$ cat src/design/periodic_task_ready_scheduler_macros.svh
// assertion macros for the periodic task ready scheduler
`ifndef PERIODIC_TASK_READY_SCHEDULER_MACROS_SVH
`define PERIODIC_TASK_READY_SCHEDULER_MACROS_SVH

`ifndef SYNTHESIS
// same-cycle implication, sampled on clk, off while rst_n is low
`define PRTS_ASSERT_NOW(lbl, ante, cons, msg) \
  lbl: assert property (@(posedge clk) disable iff (!rst_n) (ante) |-> (cons)) \
    else $error(msg);
// next-cycle implication, sampled on clk, off while rst_n is low
`define PRTS_ASSERT_NXT(lbl, ante, cons, msg) \
  lbl: assert property (@(posedge clk) disable iff (!rst_n) (ante) |=> (cons)) \
    else $error(msg);
`else
`define PRTS_ASSERT_NOW(lbl, ante, cons, msg)
`define PRTS_ASSERT_NXT(lbl, ante, cons, msg)
`endif

`endif

$ cat src/design/prts_pkg.sv
// shared types and constants for the periodic task ready scheduler
package prts_pkg;

  localparam int MAX_TASKS     = 8;
  localparam int NUM_TASKS_DEF = 8;

  localparam int CNT_W   = 8;
  localparam int PHASE_W = 4;
  localparam int OFF_W   = 4;
  localparam int PER_W   = 8;

  localparam logic [PHASE_W-1:0] LAST_START_PHASE = 4'd8;
  localparam logic [CNT_W-1:0]   COUNT_MAX        = 8'hFF;

  localparam int CFG_DATA_W = 64;
  localparam int CFG_ADDR_W = 5;
  localparam int CFG_IDX_W  = 2;

  // register indexes, byte address is 8 * index
  localparam logic [CFG_IDX_W-1:0] REG_START_OFFSETS = 2'd0;
  localparam logic [CFG_IDX_W-1:0] REG_PERIODS       = 2'd1;
  localparam logic [CFG_IDX_W-1:0] REG_CNT_CLR_MASK  = 2'd2;
  localparam logic [CFG_IDX_W-1:0] REG_RDY_CLR_MASK  = 2'd3;

  localparam logic [31:0]        START_OFFSETS_RST = 32'h8765_4320;
  localparam logic [63:0]        PERIODS_RST       = 64'h0A0A_0A02_020A_0A0A;
  localparam logic [MAX_TASKS-1:0] CNT_CLR_MASK_RST  = 8'hFE;
  localparam logic [MAX_TASKS-1:0] RDY_CLR_MASK_RST  = 8'hDF;

  localparam logic KIND_TICK    = 1'b0;
  localparam logic KIND_SERVICE = 1'b1;

  typedef struct packed {
    logic [OFF_W*MAX_TASKS-1:0] start_offsets;
    logic [PER_W*MAX_TASKS-1:0] periods;
    logic [MAX_TASKS-1:0]       counter_clear_mask;
    logic [MAX_TASKS-1:0]       ready_clear_mask;
  } prts_cfg_t;

endpackage

$ cat src/design/periodic_task_ready_scheduler.sv
// top level of the periodic task ready scheduler
// result: the result of each accepted beat is registered and then shown on out_tvalid and out_tdata
// throughput: one input beat per cycle while out_tready is high; a result held by
// out_tready low stalls in_tready for every cycle of the hold
// reset (rst_n low, synchronous): phase, started, counters and ready flags cleared,
// config registers back to their reset values, output channel empty
`include "periodic_task_ready_scheduler_macros.svh"

module periodic_task_ready_scheduler
  import prts_pkg::*;
#(
  parameter int NUM_TASKS = NUM_TASKS_DEF
) (
  input  logic                  clk,
  input  logic                  rst_n,
  // input beats
  input  logic                  in_tvalid,
  output logic                  in_tready,
  input  logic [7:0]            in_tdata,   // [7:0] service_mask
  input  logic                  in_tuser,   // [0] kind
  // result beats
  output logic                  out_tvalid,
  input  logic                  out_tready,
  output logic [15:0]           out_tdata,  // [7:0] ready_mask, [15:8] started_mask
  // configuration
  input  logic                  cfg_psel,
  input  logic                  cfg_penable,
  input  logic                  cfg_pwrite,
  input  logic [CFG_ADDR_W-1:0] cfg_paddr,
  input  logic [CFG_DATA_W-1:0] cfg_pwdata,
  output logic [CFG_DATA_W-1:0] cfg_prdata,
  output logic                  cfg_pready
);

  prts_cfg_t cfg;

  prts_cfg_regs u_cfg (
    .clk         (clk),
    .rst_n       (rst_n),
    .cfg_psel    (cfg_psel),
    .cfg_penable (cfg_penable),
    .cfg_pwrite  (cfg_pwrite),
    .cfg_paddr   (cfg_paddr),
    .cfg_pwdata  (cfg_pwdata),
    .cfg_prdata  (cfg_prdata),
    .cfg_pready  (cfg_pready),
    .cfg         (cfg)
  );

  // scheduler state
  logic [PHASE_W-1:0]   start_phase_r, start_phase_nxt;
  logic [NUM_TASKS-1:0] started_r, started_nxt;
  logic [NUM_TASKS-1:0] ready_r, ready_nxt;
  logic [CNT_W-1:0]     cnt_r   [NUM_TASKS];
  logic [CNT_W-1:0]     cnt_nxt [NUM_TASKS];

  // output register
  logic        out_valid_r;
  logic [15:0] out_data_r;
  logic [15:0] out_data_nxt;

  logic                 in_acc;
  logic                 is_tick;
  logic                 phase_live;
  logic [NUM_TASKS-1:0] hit;
  logic [MAX_TASKS-1:0] ready8, started8;

  // a waiting result does not stop intake as long as it leaves this cycle
  assign in_tready = !out_valid_r || out_tready;
  assign in_acc    = in_tvalid && in_tready;
  assign is_tick   = (in_tuser == KIND_TICK);

  // start phases run 0..8, then the phase parks at 9
  assign phase_live = (start_phase_r <= LAST_START_PHASE);

  always_comb begin
    start_phase_nxt = start_phase_r;
    started_nxt     = started_r;
    ready_nxt       = ready_r;
    hit             = in_tdata[NUM_TASKS-1:0] & ready_r;
    for (int t = 0; t < NUM_TASKS; t++) begin
      cnt_nxt[t] = cnt_r[t];
    end
    if (is_tick) begin
      if (phase_live) begin
        for (int t = 0; t < NUM_TASKS; t++) begin
          // offsets 9..15 can never match a live phase
          if (cfg.start_offsets[OFF_W*t +: OFF_W] == start_phase_r) begin
            started_nxt[t] = 1'b1;
          end
        end
        start_phase_nxt = start_phase_r + 1'b1;
      end
      for (int t = 0; t < NUM_TASKS; t++) begin
        // a task started on this tick already counts it
        if (started_nxt[t] && (cnt_r[t] != COUNT_MAX)) begin
          cnt_nxt[t] = cnt_r[t] + 1'b1;
        end
        // zero period sets ready even before the task starts
        if (cnt_nxt[t] >= cfg.periods[PER_W*t +: PER_W]) begin
          ready_nxt[t] = 1'b1;
        end
      end
    end else begin
      // service only acts on tasks that are ready
      for (int t = 0; t < NUM_TASKS; t++) begin
        if (hit[t] && cfg.counter_clear_mask[t]) begin
          cnt_nxt[t] = '0;
        end
      end
      ready_nxt = ready_r & ~(hit & cfg.ready_clear_mask[NUM_TASKS-1:0]);
    end
  end

  // tasks beyond NUM_TASKS read as zero
  always_comb begin
    ready8                  = '0;
    started8                = '0;
    ready8[NUM_TASKS-1:0]   = ready_nxt;
    started8[NUM_TASKS-1:0] = started_nxt;
    out_data_nxt            = {started8, ready8};
  end

  always_ff @(posedge clk) begin
    if (!rst_n) begin
      start_phase_r <= '0;
      started_r     <= '0;
      ready_r       <= '0;
      for (int t = 0; t < NUM_TASKS; t++) begin
        cnt_r[t] <= '0;
      end
    end else if (in_acc) begin
      start_phase_r <= start_phase_nxt;
      started_r     <= started_nxt;
      ready_r       <= ready_nxt;
      for (int t = 0; t < NUM_TASKS; t++) begin
        cnt_r[t] <= cnt_nxt[t];
      end
    end
  end

  always_ff @(posedge clk) begin
    if (!rst_n) begin
      out_valid_r <= 1'b0;
    end else if (in_acc) begin
      out_valid_r <= 1'b1;
    end else if (out_tready) begin
      out_valid_r <= 1'b0;
    end
  end

  // result payload, loaded with each accepted beat
  always_ff @(posedge clk) begin
    if (in_acc) begin
      out_data_r <= out_data_nxt;
    end
  end

  assign out_tvalid = out_valid_r;
  assign out_tdata  = out_data_r;

  `PRTS_ASSERT_NOW(a_phase_range, 1'b1, start_phase_r <= (LAST_START_PHASE + 1'b1), "start phase ran past its parking value")
  `PRTS_ASSERT_NXT(a_acc_gives_result, in_acc, out_valid_r, "accepted beat left no result")
  `PRTS_ASSERT_NXT(a_service_keeps_start, in_acc && (in_tuser == KIND_SERVICE), $stable(started_r) && $stable(start_phase_r), "service beat changed start state")
  `PRTS_ASSERT_NXT(a_phase_step, in_acc && (in_tuser == KIND_TICK) && phase_live, start_phase_r == ($past(start_phase_r) + 1'b1), "live phase did not advance on tick")

endmodule

$ cat src/design/prts_cfg_regs.sv
// configuration register bank with apb-style access
module prts_cfg_regs
  import prts_pkg::*;
(
  input  logic                  clk,
  input  logic                  rst_n,
  input  logic                  cfg_psel,
  input  logic                  cfg_penable,
  input  logic                  cfg_pwrite,
  input  logic [CFG_ADDR_W-1:0] cfg_paddr,
  input  logic [CFG_DATA_W-1:0] cfg_pwdata,
  output logic [CFG_DATA_W-1:0] cfg_prdata,
  output logic                  cfg_pready,
  output prts_cfg_t             cfg
);

  prts_cfg_t cfg_r;
  logic [CFG_IDX_W-1:0] idx;
  logic wr_en;

  assign idx        = cfg_paddr[CFG_ADDR_W-1 -: CFG_IDX_W];
  assign cfg_pready = 1'b1;
  assign wr_en      = cfg_psel & cfg_penable & cfg_pwrite & cfg_pready;
  assign cfg        = cfg_r;

  always_ff @(posedge clk) begin
    if (!rst_n) begin
      cfg_r.start_offsets      <= START_OFFSETS_RST;
      cfg_r.periods            <= PERIODS_RST;
      cfg_r.counter_clear_mask <= CNT_CLR_MASK_RST;
      cfg_r.ready_clear_mask   <= RDY_CLR_MASK_RST;
    end else if (wr_en) begin
      case (idx)
        REG_START_OFFSETS: cfg_r.start_offsets      <= cfg_pwdata[OFF_W*MAX_TASKS-1:0];
        REG_PERIODS:       cfg_r.periods            <= cfg_pwdata[PER_W*MAX_TASKS-1:0];
        REG_CNT_CLR_MASK:  cfg_r.counter_clear_mask <= cfg_pwdata[MAX_TASKS-1:0];
        REG_RDY_CLR_MASK:  cfg_r.ready_clear_mask   <= cfg_pwdata[MAX_TASKS-1:0];
        default: ;
      endcase
    end
  end

  always_comb begin
    cfg_prdata = '0;
    case (idx)
      REG_START_OFFSETS: cfg_prdata[OFF_W*MAX_TASKS-1:0] = cfg_r.start_offsets;
      REG_PERIODS:       cfg_prdata[PER_W*MAX_TASKS-1:0] = cfg_r.periods;
      REG_CNT_CLR_MASK:  cfg_prdata[MAX_TASKS-1:0]       = cfg_r.counter_clear_mask;
      REG_RDY_CLR_MASK:  cfg_prdata[MAX_TASKS-1:0]       = cfg_r.ready_clear_mask;
      default:           cfg_prdata = '0;
    endcase
  end

endmodule
$ cat config.mk
export PLATFORM = sky130hd
export DESIGN_NAME = periodic_task_ready_scheduler
export DESIGN_NICKNAME = d
export VERILOG_FILES = /design/src/design/prts_pkg.sv /design/src/design/periodic_task_ready_scheduler.sv /design/src/design/prts_cfg_regs.sv
export VERILOG_INCLUDE_DIRS = /design/src /design/src/design
export SDC_FILE = /design/constraint.sdc
export NUM_CORES = 1
export LEC_CHECK = 0
export ABC_AREA = 1
export BUFFER_PORTS_ARGS = -buffer_cell sky130_fd_sc_hd__buf_2
export CAP_MARGIN = 15
export CORE_MARGIN = 2
export CORE_UTILIZATION = 63
export CTS_CLUSTER_DIAMETER = 150
export CTS_CLUSTER_SIZE = 12
export DETAILED_ROUTE_END_ITERATION = 7
export PLACE_DENSITY = 0.82
export SLEW_MARGIN = 5
export SYNTH_ARGS = -nofsm -noshare
export SYNTH_HDL_FRONTEND = slang
export SYNTH_SLANG_ARGS = --single-unit
$ cat constraint.sdc
create_clock -name clk -period 7 [get_ports clk]
set_input_delay 0.35 -clock clk [delete_from_list [all_inputs] [get_ports clk]]
set_output_delay 0.35 -clock clk [all_outputs]
set_load 0.02 [all_outputs]
# ---- Word-level counts from Yosys, hierarchy flattened
# Memories as Yosys holds them, arrays and structs flattened.
# Cells that the tools add are included.
dict set report word_totals {
  in_bits 85
  register_bits 149
  output_inout_bits 83
  mem_count 1
  mem_bits_rw 64
  wordCells 150
}
# name words word_bits rd rd_clocked_by_memory_dff write_ports line_no
set mem_list {}
lappend mem_list {cnt_r 8 8 8 0 8 periodic_task_ready_scheduler.sv:54} ;# logic [CNT_W-1:0] cnt_r [NUM_TASKS];
dict set report classes {
  n_eq_ne 19
  order_cmp 9
  addsub 9
  n_bitwise 15
  reduce_logical 26
  mux 62
}
# cell count
set ops {}
lappend ops {{$mux 8} 36}
lappend ops {{$add 8x1->8 const B} 8}
lappend ops {{$ge 8x8->1} 8}
lappend ops {{$mux 64} 1}
lappend ops {{$ne 8x8->1 const B} 8}
lappend ops {{$pmux 24 s2} 1}
lappend ops {{$eq 4x4->1} 8}
lappend ops {{$mux 32} 1}
lappend ops {{$pmux 8 s4} 1}
lappend ops {{$and 8x8->8} 3}
lappend ops {{$mux 1} 22}
lappend ops {{$logic_and 1x1->1} 17}
lappend ops {{$not 8->8} 1}
lappend ops {{$or 1x1->1} 8}
lappend ops {{$reduce_and 2->1} 4}
lappend ops {{$add 4x1->4 const B} 1}
lappend ops {{$eq 2x2->1 const B} 2}
lappend ops {{$le 4x4->1 const B} 1}
lappend ops {{$reduce_and 3->1} 1}
lappend ops {{$and 1x1->1} 2}
lappend ops {{$eq 2x1->1 const B} 1}
lappend ops {{$logic_not 2->1} 1}
lappend ops {{$reduce_bool 2->1} 1}
lappend ops {{$logic_not 1->1} 1}
lappend ops {{2 further kinds} 2}

# ---- Longest topological paths before layout
# Gate-level depths: netlist of the first run.
dict set report depth {
  depth_word 10
  ltp_mapped 21
  mapped_depth_nobuf 19
}

# ---- Modules after synthesis
# A second synthesis of the first run with hierarchy kept.
dict set report unflattened {
  hier_cells 1986
  area_unflattened_um2 13726.9
}
# mod cells_per_inst area_per_inst_um2 n_inst
set by_module_without_submodules {}
lappend by_module_without_submodules {periodic_task_ready_scheduler 1210 8597.0 1}
lappend by_module_without_submodules {prts_cfg_regs 776 5129.9 1}

# ---- Worst setup path before layout of the first run
# Ideal clock, no wire load.
dict set report synth_path {
  path_type {register -> register}
  from {reg start_phase_r[0]}
  to {reg out_data_r[4] (netlist: out_tdata[4]) (data pin)}
  setup_time_ps 265
  path_buffers 1
  slack_ps 4472
  t_arrival_ps 2263
  path_stages_with_launch 19
  cell_sequence {dfxtp_1 > buf_2 > inv_4 > ha_1 > nand2_2 > nand2_2 > nand3_2 > nor2_1 > nor2_1 > nand2_1 > nand2_1 > inv_1 > ha_1 > nand2_1 > inv_1 > nand2_1 > nand3_1 > a31oi_1 > a21boi_0}
}
dict set report synth_between {
  elab_chain_cells 10
}
# item line_no
set synth_lines {}
lappend synth_lines {{start: declaration} periodic_task_ready_scheduler.sv:51} ;# logic [PHASE_W-1:0] start_phase_r, start_phase_nxt;
lappend synth_lines {{start signal: assignment} periodic_task_ready_scheduler.sv:133} ;# start_phase_r <= start_phase_nxt;
lappend synth_lines {{parallel branches: the longest is 2 deep, another holds $le 4x4->1} -}
lappend synth_lines {{$mux 8 (*)} periodic_task_ready_scheduler.sv:85} ;# if (phase_live) begin
lappend synth_lines {{$mux 8 (*)} periodic_task_ready_scheduler.sv:84} ;# if (is_tick) begin
lappend synth_lines {{$logic_and 1x1->1 (*)} periodic_task_ready_scheduler.sv:96} ;# if (started_nxt[t] && (cnt_r[t] != COUNT_MAX)) begin
lappend synth_lines {{$mux 8 (*)} periodic_task_ready_scheduler.sv:96}
lappend synth_lines {{$mux 8 (*)} periodic_task_ready_scheduler.sv:84}
lappend synth_lines {{$ge 8x8->1 (*)} periodic_task_ready_scheduler.sv:100} ;# if (cnt_nxt[t] >= cfg.periods[PER_W*t +: PER_W]) begin
lappend synth_lines {{$mux 1 (*)} periodic_task_ready_scheduler.sv:100}
lappend synth_lines {{$mux 8 (*)} periodic_task_ready_scheduler.sv:84}
lappend synth_lines {{named net ready8[4]} periodic_task_ready_scheduler.sv:66} ;# logic [MAX_TASKS-1:0] ready8, started8;
lappend synth_lines {{end signal: assignment} periodic_task_ready_scheduler.sv:155} ;# out_data_r <= out_data_nxt;
lappend synth_lines {{end: declaration} periodic_task_ready_scheduler.sv:59} ;# logic [15:0] out_data_r;
# Mark *: on every way through the listed nets, which the timed path passes. The select of a mux whose other input is x is not followed.
# A chain may end at the register's enable or synchronous reset.

# ---- Worst setup path in the final report of the first run
dict set report layout_path {
  from {reg start_phase_r[0]}
  to {reg out_data_r[0] (netlist: out_tdata[0]) (data pin)}
}
# The elaborated chain is that of the path after synthesis.

==> results of run 1 <==
-- synth_stat cells (all sizes together) --
library cell  number
o2111ai            4
o21ai            123
conb               1
buf               24
ha                74
a221oi             3
o211a              6
clkbuf            30
nand4              1
a211oi             1
and3               4
xor2              32
nand2            440
xnor2             14
inv              283
nor3              11
or2               11
o211ai            24
nor2             169
a31oi              2
nand3            135
a21oi             93
nand3b             5
a21boi            14
dfxtp            133
o22ai             17
edfxtp            80
-- worst min-delay path by stage --
stage | to | slack, ps | depth (start not counted)
3_5_place_dp | u_cfg.cfg[0]$_SDFFE_PN1P_ | 470 | 2
2_1_floorplan | u_cfg.cfg[8]$_SDFFE_PN0P_ | 440 | 2
3_3_place_gp | u_cfg.cfg[8]$_SDFFE_PN0P_ | 460 | 2
5_1_grt | u_cfg.cfg[73]$_SDFFE_PN1P_ | 80 | 3
6_report | u_cfg.cfg[49]$_SDFFE_PN1P_ | 60 | 3
4_1_cts | u_cfg.cfg[49]$_SDFFE_PN1P_ | 60 | 3
-- per-layer routing --
layer / up-vias / GRT usage, % / part of all wire, %
li1: 5873 / - / -
met1: 5463 / 39.1 / 40
met2: 550 / 53.9 / 47
met3: 115 / 5.38 / 8.8
met4: 4 / 13.7 / 4.6
met5: - / 0 / 0.078
-- final cells by class --
type / instances / area [um2]
Tap cell: 270 / 338
Sequential cell: 213 / 5060
Fill cell: 1642 / 5780
Timing Repair Buffer: 169 / 863
Clock inverter: 1 / 5.00
Antenna cell: 2 / 5.00
Inverter: 283 / 1070
Clock buffer: 36 / 582
Multi-Input combinational cell: 1184 / 6400
-- through the flow --
stage	hold WS [ps]	instances	setup slack, ps	util [%]	power, W
6_report	63.5	2158	3660	71.3	0.00297
5_1_grt	79.3	2157	3500	71.2	0.00309
4_1_cts	58.6	2156	3740	71.2	0.00297
3_5_place_dp	471	2119	3760	68.3	0.00194
3_3_place_gp	460	2119	3810	68.3	0.00192
2_1_floorplan	440	1734	4470	-	0.00178
-- flip-flops by register name, summed over array words and instances (netlist names) --
| register | cells |
|---|---|
| start_phase_r | 4 |
| u_cfg.cfg | 112 |
| started_r | 8 |
| out_tvalid | 1 |
| cnt_r | 64 |
| out_tdata | 16 |
| ready_r | 8 |
-- cells by family after synthesis --
family	count (synthesis)	share of synthesized area (%)
AND/OR/NAND/NOR	776	26.4
flip-flops	213	39.5
buffers and inverters	337	10.6
XOR/XNOR	46	3.14
AO/OA/AOI/OAI	287	13.1
other	1	0.0292
adder cells (fa/ha/maj)	74	7.22
-- power by group --
group | switching (W) | internal (W)
sequential | 0.0000461 | 0.00135
combinational | 0.000347 | 0.000183
clock | 0.000483 | 0.000562
-- tightest hold or removal path, stage by stage --
cell and delay [ps]:
buf_2 80, nand2_1 40, o211ai_1 70
==> metrics, run 1 <==
core area=20,100 um2; Root Buffer=clkbuf_16; YS warnings=0; cts bufs inserted=21; CTS tree=done; r2r startpoint=start_phase_r[0]$_SDFFE_PN0P_; Period minus WS final=3340 ps; reg2reg path depth=17; Std-Cell Rows=52; status=complete, no violations; Hold Crit Start=cfg_pwdata[33]; R2R Setup Slk=about 3700 ps; Seq/Total Area, Yosys=between 30% and 40%; DP HPWL=24,100 um; worst skew pair latency=510 ps; DIE AREA=21,500 um2; CP bufs+invs=3; top-area cell type share of the netlist area=20.8%; WL per Instance=between 15 and 20 um; Worst setup EP type=flip-flop; largest net degree at the start of global routing=64; chip height=147 um; Tcrit/Tclk final=47.7%; Slew headroom=32.5%; DRT Pass-1 Iters=5; Mapped Area=between 10,000 and 15,000 um2; Post-CTS Resized=0; RSZ-0062 raised after global routing=no; Final Hold Fails=0; Critical Path End=out_tdata[0]$_DFFE_PP_; largest cells by area after synthesis=dfxtp_1, edfxtp_1, nand2_1, inv_1, ha_1; post-CTS setup buffers=0; Synth Instances=1,734; PD cells=208 nW/um2; Synth cell types=39; number of max-cap violations=0; initial antenna violation count=3; 1st-iter DRT viols=996; via count=12,005; vias in the first global route=11,357; first-pass GRT wire length=55,200 um; type of the worst setup path=reg -> reg; number of vias per cell=roughly 5.6; Worst-path clk slew=70 ps; Worst Skew=17.2 ps; Starting Density=63.8%; final wirelength=roughly 34,000 um; worst setup path startpoint=start_phase_r[0]$_SDFFE_PN0P_; layout cells sized above 1=~14%; I/O pins=approximately 170; CTS Hold Buffers Added=0; r2r endpoint=out_tdata[0]$_DFFE_PP_; Final Instance Area=14,300 um2; syn_nets=1,893; Mean Syn Cell Area=about 7.4 um2; endpoints failing setup=0; setup_tns=0 ps; Max VDD drop=about 190 uV; aggregate global-route resource usage=a little under a third; placed instance area=13,700 um2; clk buf depth=3; Routability Congestion=0.873; P&R area growth vs syn=11.7%; Worst path depth=17; most frequent cells in the layout=nand2_1, inv_1, buf_2, nor2_1, dfxtp_1; antenna viol nets, final=0; Sink Count=213; Critical Path Fanout Max=11; Die W=between 100 and 150 um; Worst-Margin Slew=1010 ps; Top Family by Delay on Critical Path=simple AND/OR/NAND/NOR gates; number of port buffers=around 160; Worst Path Required=7230 ps; most used cell, CP=nand2_1; HP Class=in -> reg; number of H-tree levels=1; max-slew violation count=0; total gr overflow=0; critical-path cell list=inv_4 > ha_1 > nand2_2 > nand2_2 > nand2_1 > o21ai_4 > nand2_4 > nand2_1 > nand2_1 > inv_1 > ha_1 > nand2_1 > inv_1 > nand2_1 > nand3_1 > a31oi_1 > a21boi_0; Max Fclk=~0.30 GHz; fin nets=2,031; Critical Path Start Type=flip-flop; Worst path max stage delay=740 ps; CP max stage cell=dfxtp_1; leading cell type in the layout, fill and taps excluded=nand2_1; Synth Register Bits=213; crit path DAT=3570 ps; # DRC=0; leakage power=6.99 nW; Yosys top cell by area=dfxtp_1
No activity file was read; power rests on OpenSTA's default activity.
==> run 2, diff against run 1 <==
--- a/config.mk
+++ b/config.mk
@@ -10,11 +10,11 @@
 export BUFFER_PORTS_ARGS = -buffer_cell sky130_fd_sc_hd__buf_2
 export CAP_MARGIN = 15
 export CORE_MARGIN = 2
-export CORE_UTILIZATION = 63
+export CORE_UTILIZATION = 59
 export CTS_CLUSTER_DIAMETER = 150
 export CTS_CLUSTER_SIZE = 12
 export DETAILED_ROUTE_END_ITERATION = 7
-export PLACE_DENSITY = 0.82
+export PLACE_DENSITY = 0.77
 export SLEW_MARGIN = 5
 export SYNTH_ARGS = -nofsm -noshare
 export SYNTH_HDL_FRONTEND = slang
==> constraint.sdc (replaced) <==
create_clock -name clk -period 3.4 [get_ports clk]
set_input_delay 0.17 -clock clk [delete_from_list [all_inputs] [get_ports clk]]
set_output_delay 0.17 -clock clk [all_outputs]
set_load 0.02 [all_outputs]
==> run 2 against run 1 <==
  * Flip-flop and latch count did not move
  * Hold slack worse by 59 ps
  * Register-to-register slack got worse by 3100 ps
  * Final cell count is 3.7% higher
==> metrics, run 2 (synthesis gave the netlist of run 1 again) <==
Max VDD drop=393 uV; worst setup margin=581 ps; Starting Density=60.6%; worst skew pair latency=520 ps; leakage power=7.31 nW; Final Hold Fails=0; hold path cells=2; post-CTS setup buffers=0; max-slew violation count=0; DRT Pass-1 Iters=6; fin cells=2,237; # DRC=0; sequential share of power=46.5%; P&R area growth vs syn=17.4%; Slew headroom=28.5%; antenna viol nets, final=0; Clk pwr share=34.9%; RSZ-0062 raised after global routing=no; PD cells=411 nW/um2; Worst Path Required=3660 ps; r2r startpoint=start_phase_r[0]$_SDFFE_PN0P_; Die W=151 um; Worst setup EP type=flip-flop; Largest register FFs=112; Worst-Margin Slew=1070 ps; number of vias per cell=5.42; Worst-path clk slew=about 70 ps; endpoints failing setup=0; Period minus WS final=between 2000 and 3000 ps; Hold Crit Start=rst_n; R2R Setup Slk=slightly below 600 ps; setup_tns=0 ps; Root Buffer=clkbuf_16; placed cells=2,133; CP max stage cell=dfxtp_1; number of H-tree levels=1; vias in the first global route=11,096; leading cell type in the layout, fill and taps excluded=nand2_1; clk buf depth=3; 1st-iter DRT viols=902; type of the worst setup path=reg -> reg; area taken by multi-input logic gates=6400 um2; Critical Path Fanout Max=9; Worst Skew=19.3 ps; Max Fclk=0.355 GHz; Fillers=1,732; Cell Int Power=0.00437 W; crit path DAT=3080 ps; Tcrit/Tclk final=82.9%; Sw Share=29.3%; reg2reg path depth=16; logic gate share of total power=18.7%; initial antenna violation count=1; sequential cell area=between 5000 and 6000 um2; Switch Pwr=0.00181 W; layout cells sized above 1=approximately 14%; most used cell, CP=nand2_1; DIE AREA=approximately 23,000 um2; number of port buffers=163; Routability Congestion=0.903; HP Class=in -> reg; critical-path cell list=inv_4 > ha_1 > nand2_2 > nand2_2 > nand2_1 > o21ai_4 > nand3_1 > nand2_1 > inv_1 > ha_1 > nand2_1 > inv_1 > nand2_1 > nand3_1 > a31oi_1 > a21boi_0; number of max-cap violations=0; largest net degree at the start of global routing=roughly 110; aggregate global-route resource usage=between 30% and 40%; WL per Instance=15.9 um; Setup WS pre-CTS=614 ps; most frequent cells in the layout=nand2_1, inv_1, buf_2, nor2_1, dfxtp_1; total gr overflow=0; Worst path max stage delay=340 ps; via count=12,131; WHS=4.39 ps; CTS tree=done; Std-Cell Rows=53; Sink Count=213; Critical Path Start Type=flip-flop; Post-CTS Resized=0; I/O pins=approximately 170; status=complete, no violations; core area=21,200 um2; first-pass GRT wire length=54,800 um; cts bufs inserted=21; fin nets=2,104; chip height=151 um; DP HPWL=24,400 um; worst setup path startpoint=start_phase_r[0]$_SDFFE_PN0P_; final wirelength=35,600 um
-- run 2: cell types whose count changed in the layout (fill, tap and decap cells not counted), sizes merged --
cell         before  now
clkbuf           36   35
diode             2    3
inv             283  284
buf             169  178
dlygate4sd3       0   64
-- run 2: worst max-delay path: cells and delay by family, from the launching register on --
family,cells,cell delay (ps)
buf+inv,3,240
simple gates,8,850
compound gates,3,630
flops,1,340
fa+ha+maj,2,510
-- run 2: area by class of cell --
type,instances,area share (%)
Tap cell,275,2.28
Clock buffer,35,3.84
Sequential cell,213,33.6
Timing Repair Buffer,242,10.5
Multi-Input combinational cell,1184,42.5
Inverter,283,7.10
Antenna cell,3,0.0498
Clock inverter,2,0.0914
-- run 2: final timing paths --
kind / to
max: out_tdata[0]$_DFFE_PP_
min: u_cfg.cfg[67]$_SDFFE_PN1P_
max reg2reg: out_tdata[0]$_DFFE_PP_
min reg2reg: u_cfg.cfg[64]$_SDFFE_PN0P_
-- run 2: power by group through the flow --
stage | registers, W | clock network (W) | logic (W)
2_1_floorplan | 0.00293 | 0 | 0.000746
3_5_place_dp | 0.00293 | 0 | 0.00108
4_1_cts | 0.00287 | 0.00218 | 0.00115
5_1_grt | 0.00289 | 0.00227 | 0.00130
3_3_place_gp | 0.00292 | 0 | 0.00104
6_report | 0.00287 | 0.00216 | 0.00116
-- run 2: layer usage --
layer	up-vias	wire, um	GRT usage (%)
met5	-	0	0
met4	0	1450	13.0
met3	90	2860	4.58
met2	495	16600	51.5
met1	5531	14700	38.9
li1	6015	-	-
-- run 2: repair_timing --
action                     4_1_cts  5_1_grt
setup endpoints to repair        0        0
hold endpoints to repair       101        0
hold buffers                    64        0
-- run 2: stage by stage --
step | area (um2) | total power (W) | util [%]
after floorplan | 12800 | 0.00367 | -
after global placement | 13800 | 0.00396 | 65.3
after detailed placement | 13800 | 0.00400 | 65.3
after CTS | 15100 | 0.00619 | 71.2
after global routing | 15100 | 0.00646 | 71.2
final | 15100 | 0.00618 | 71.2
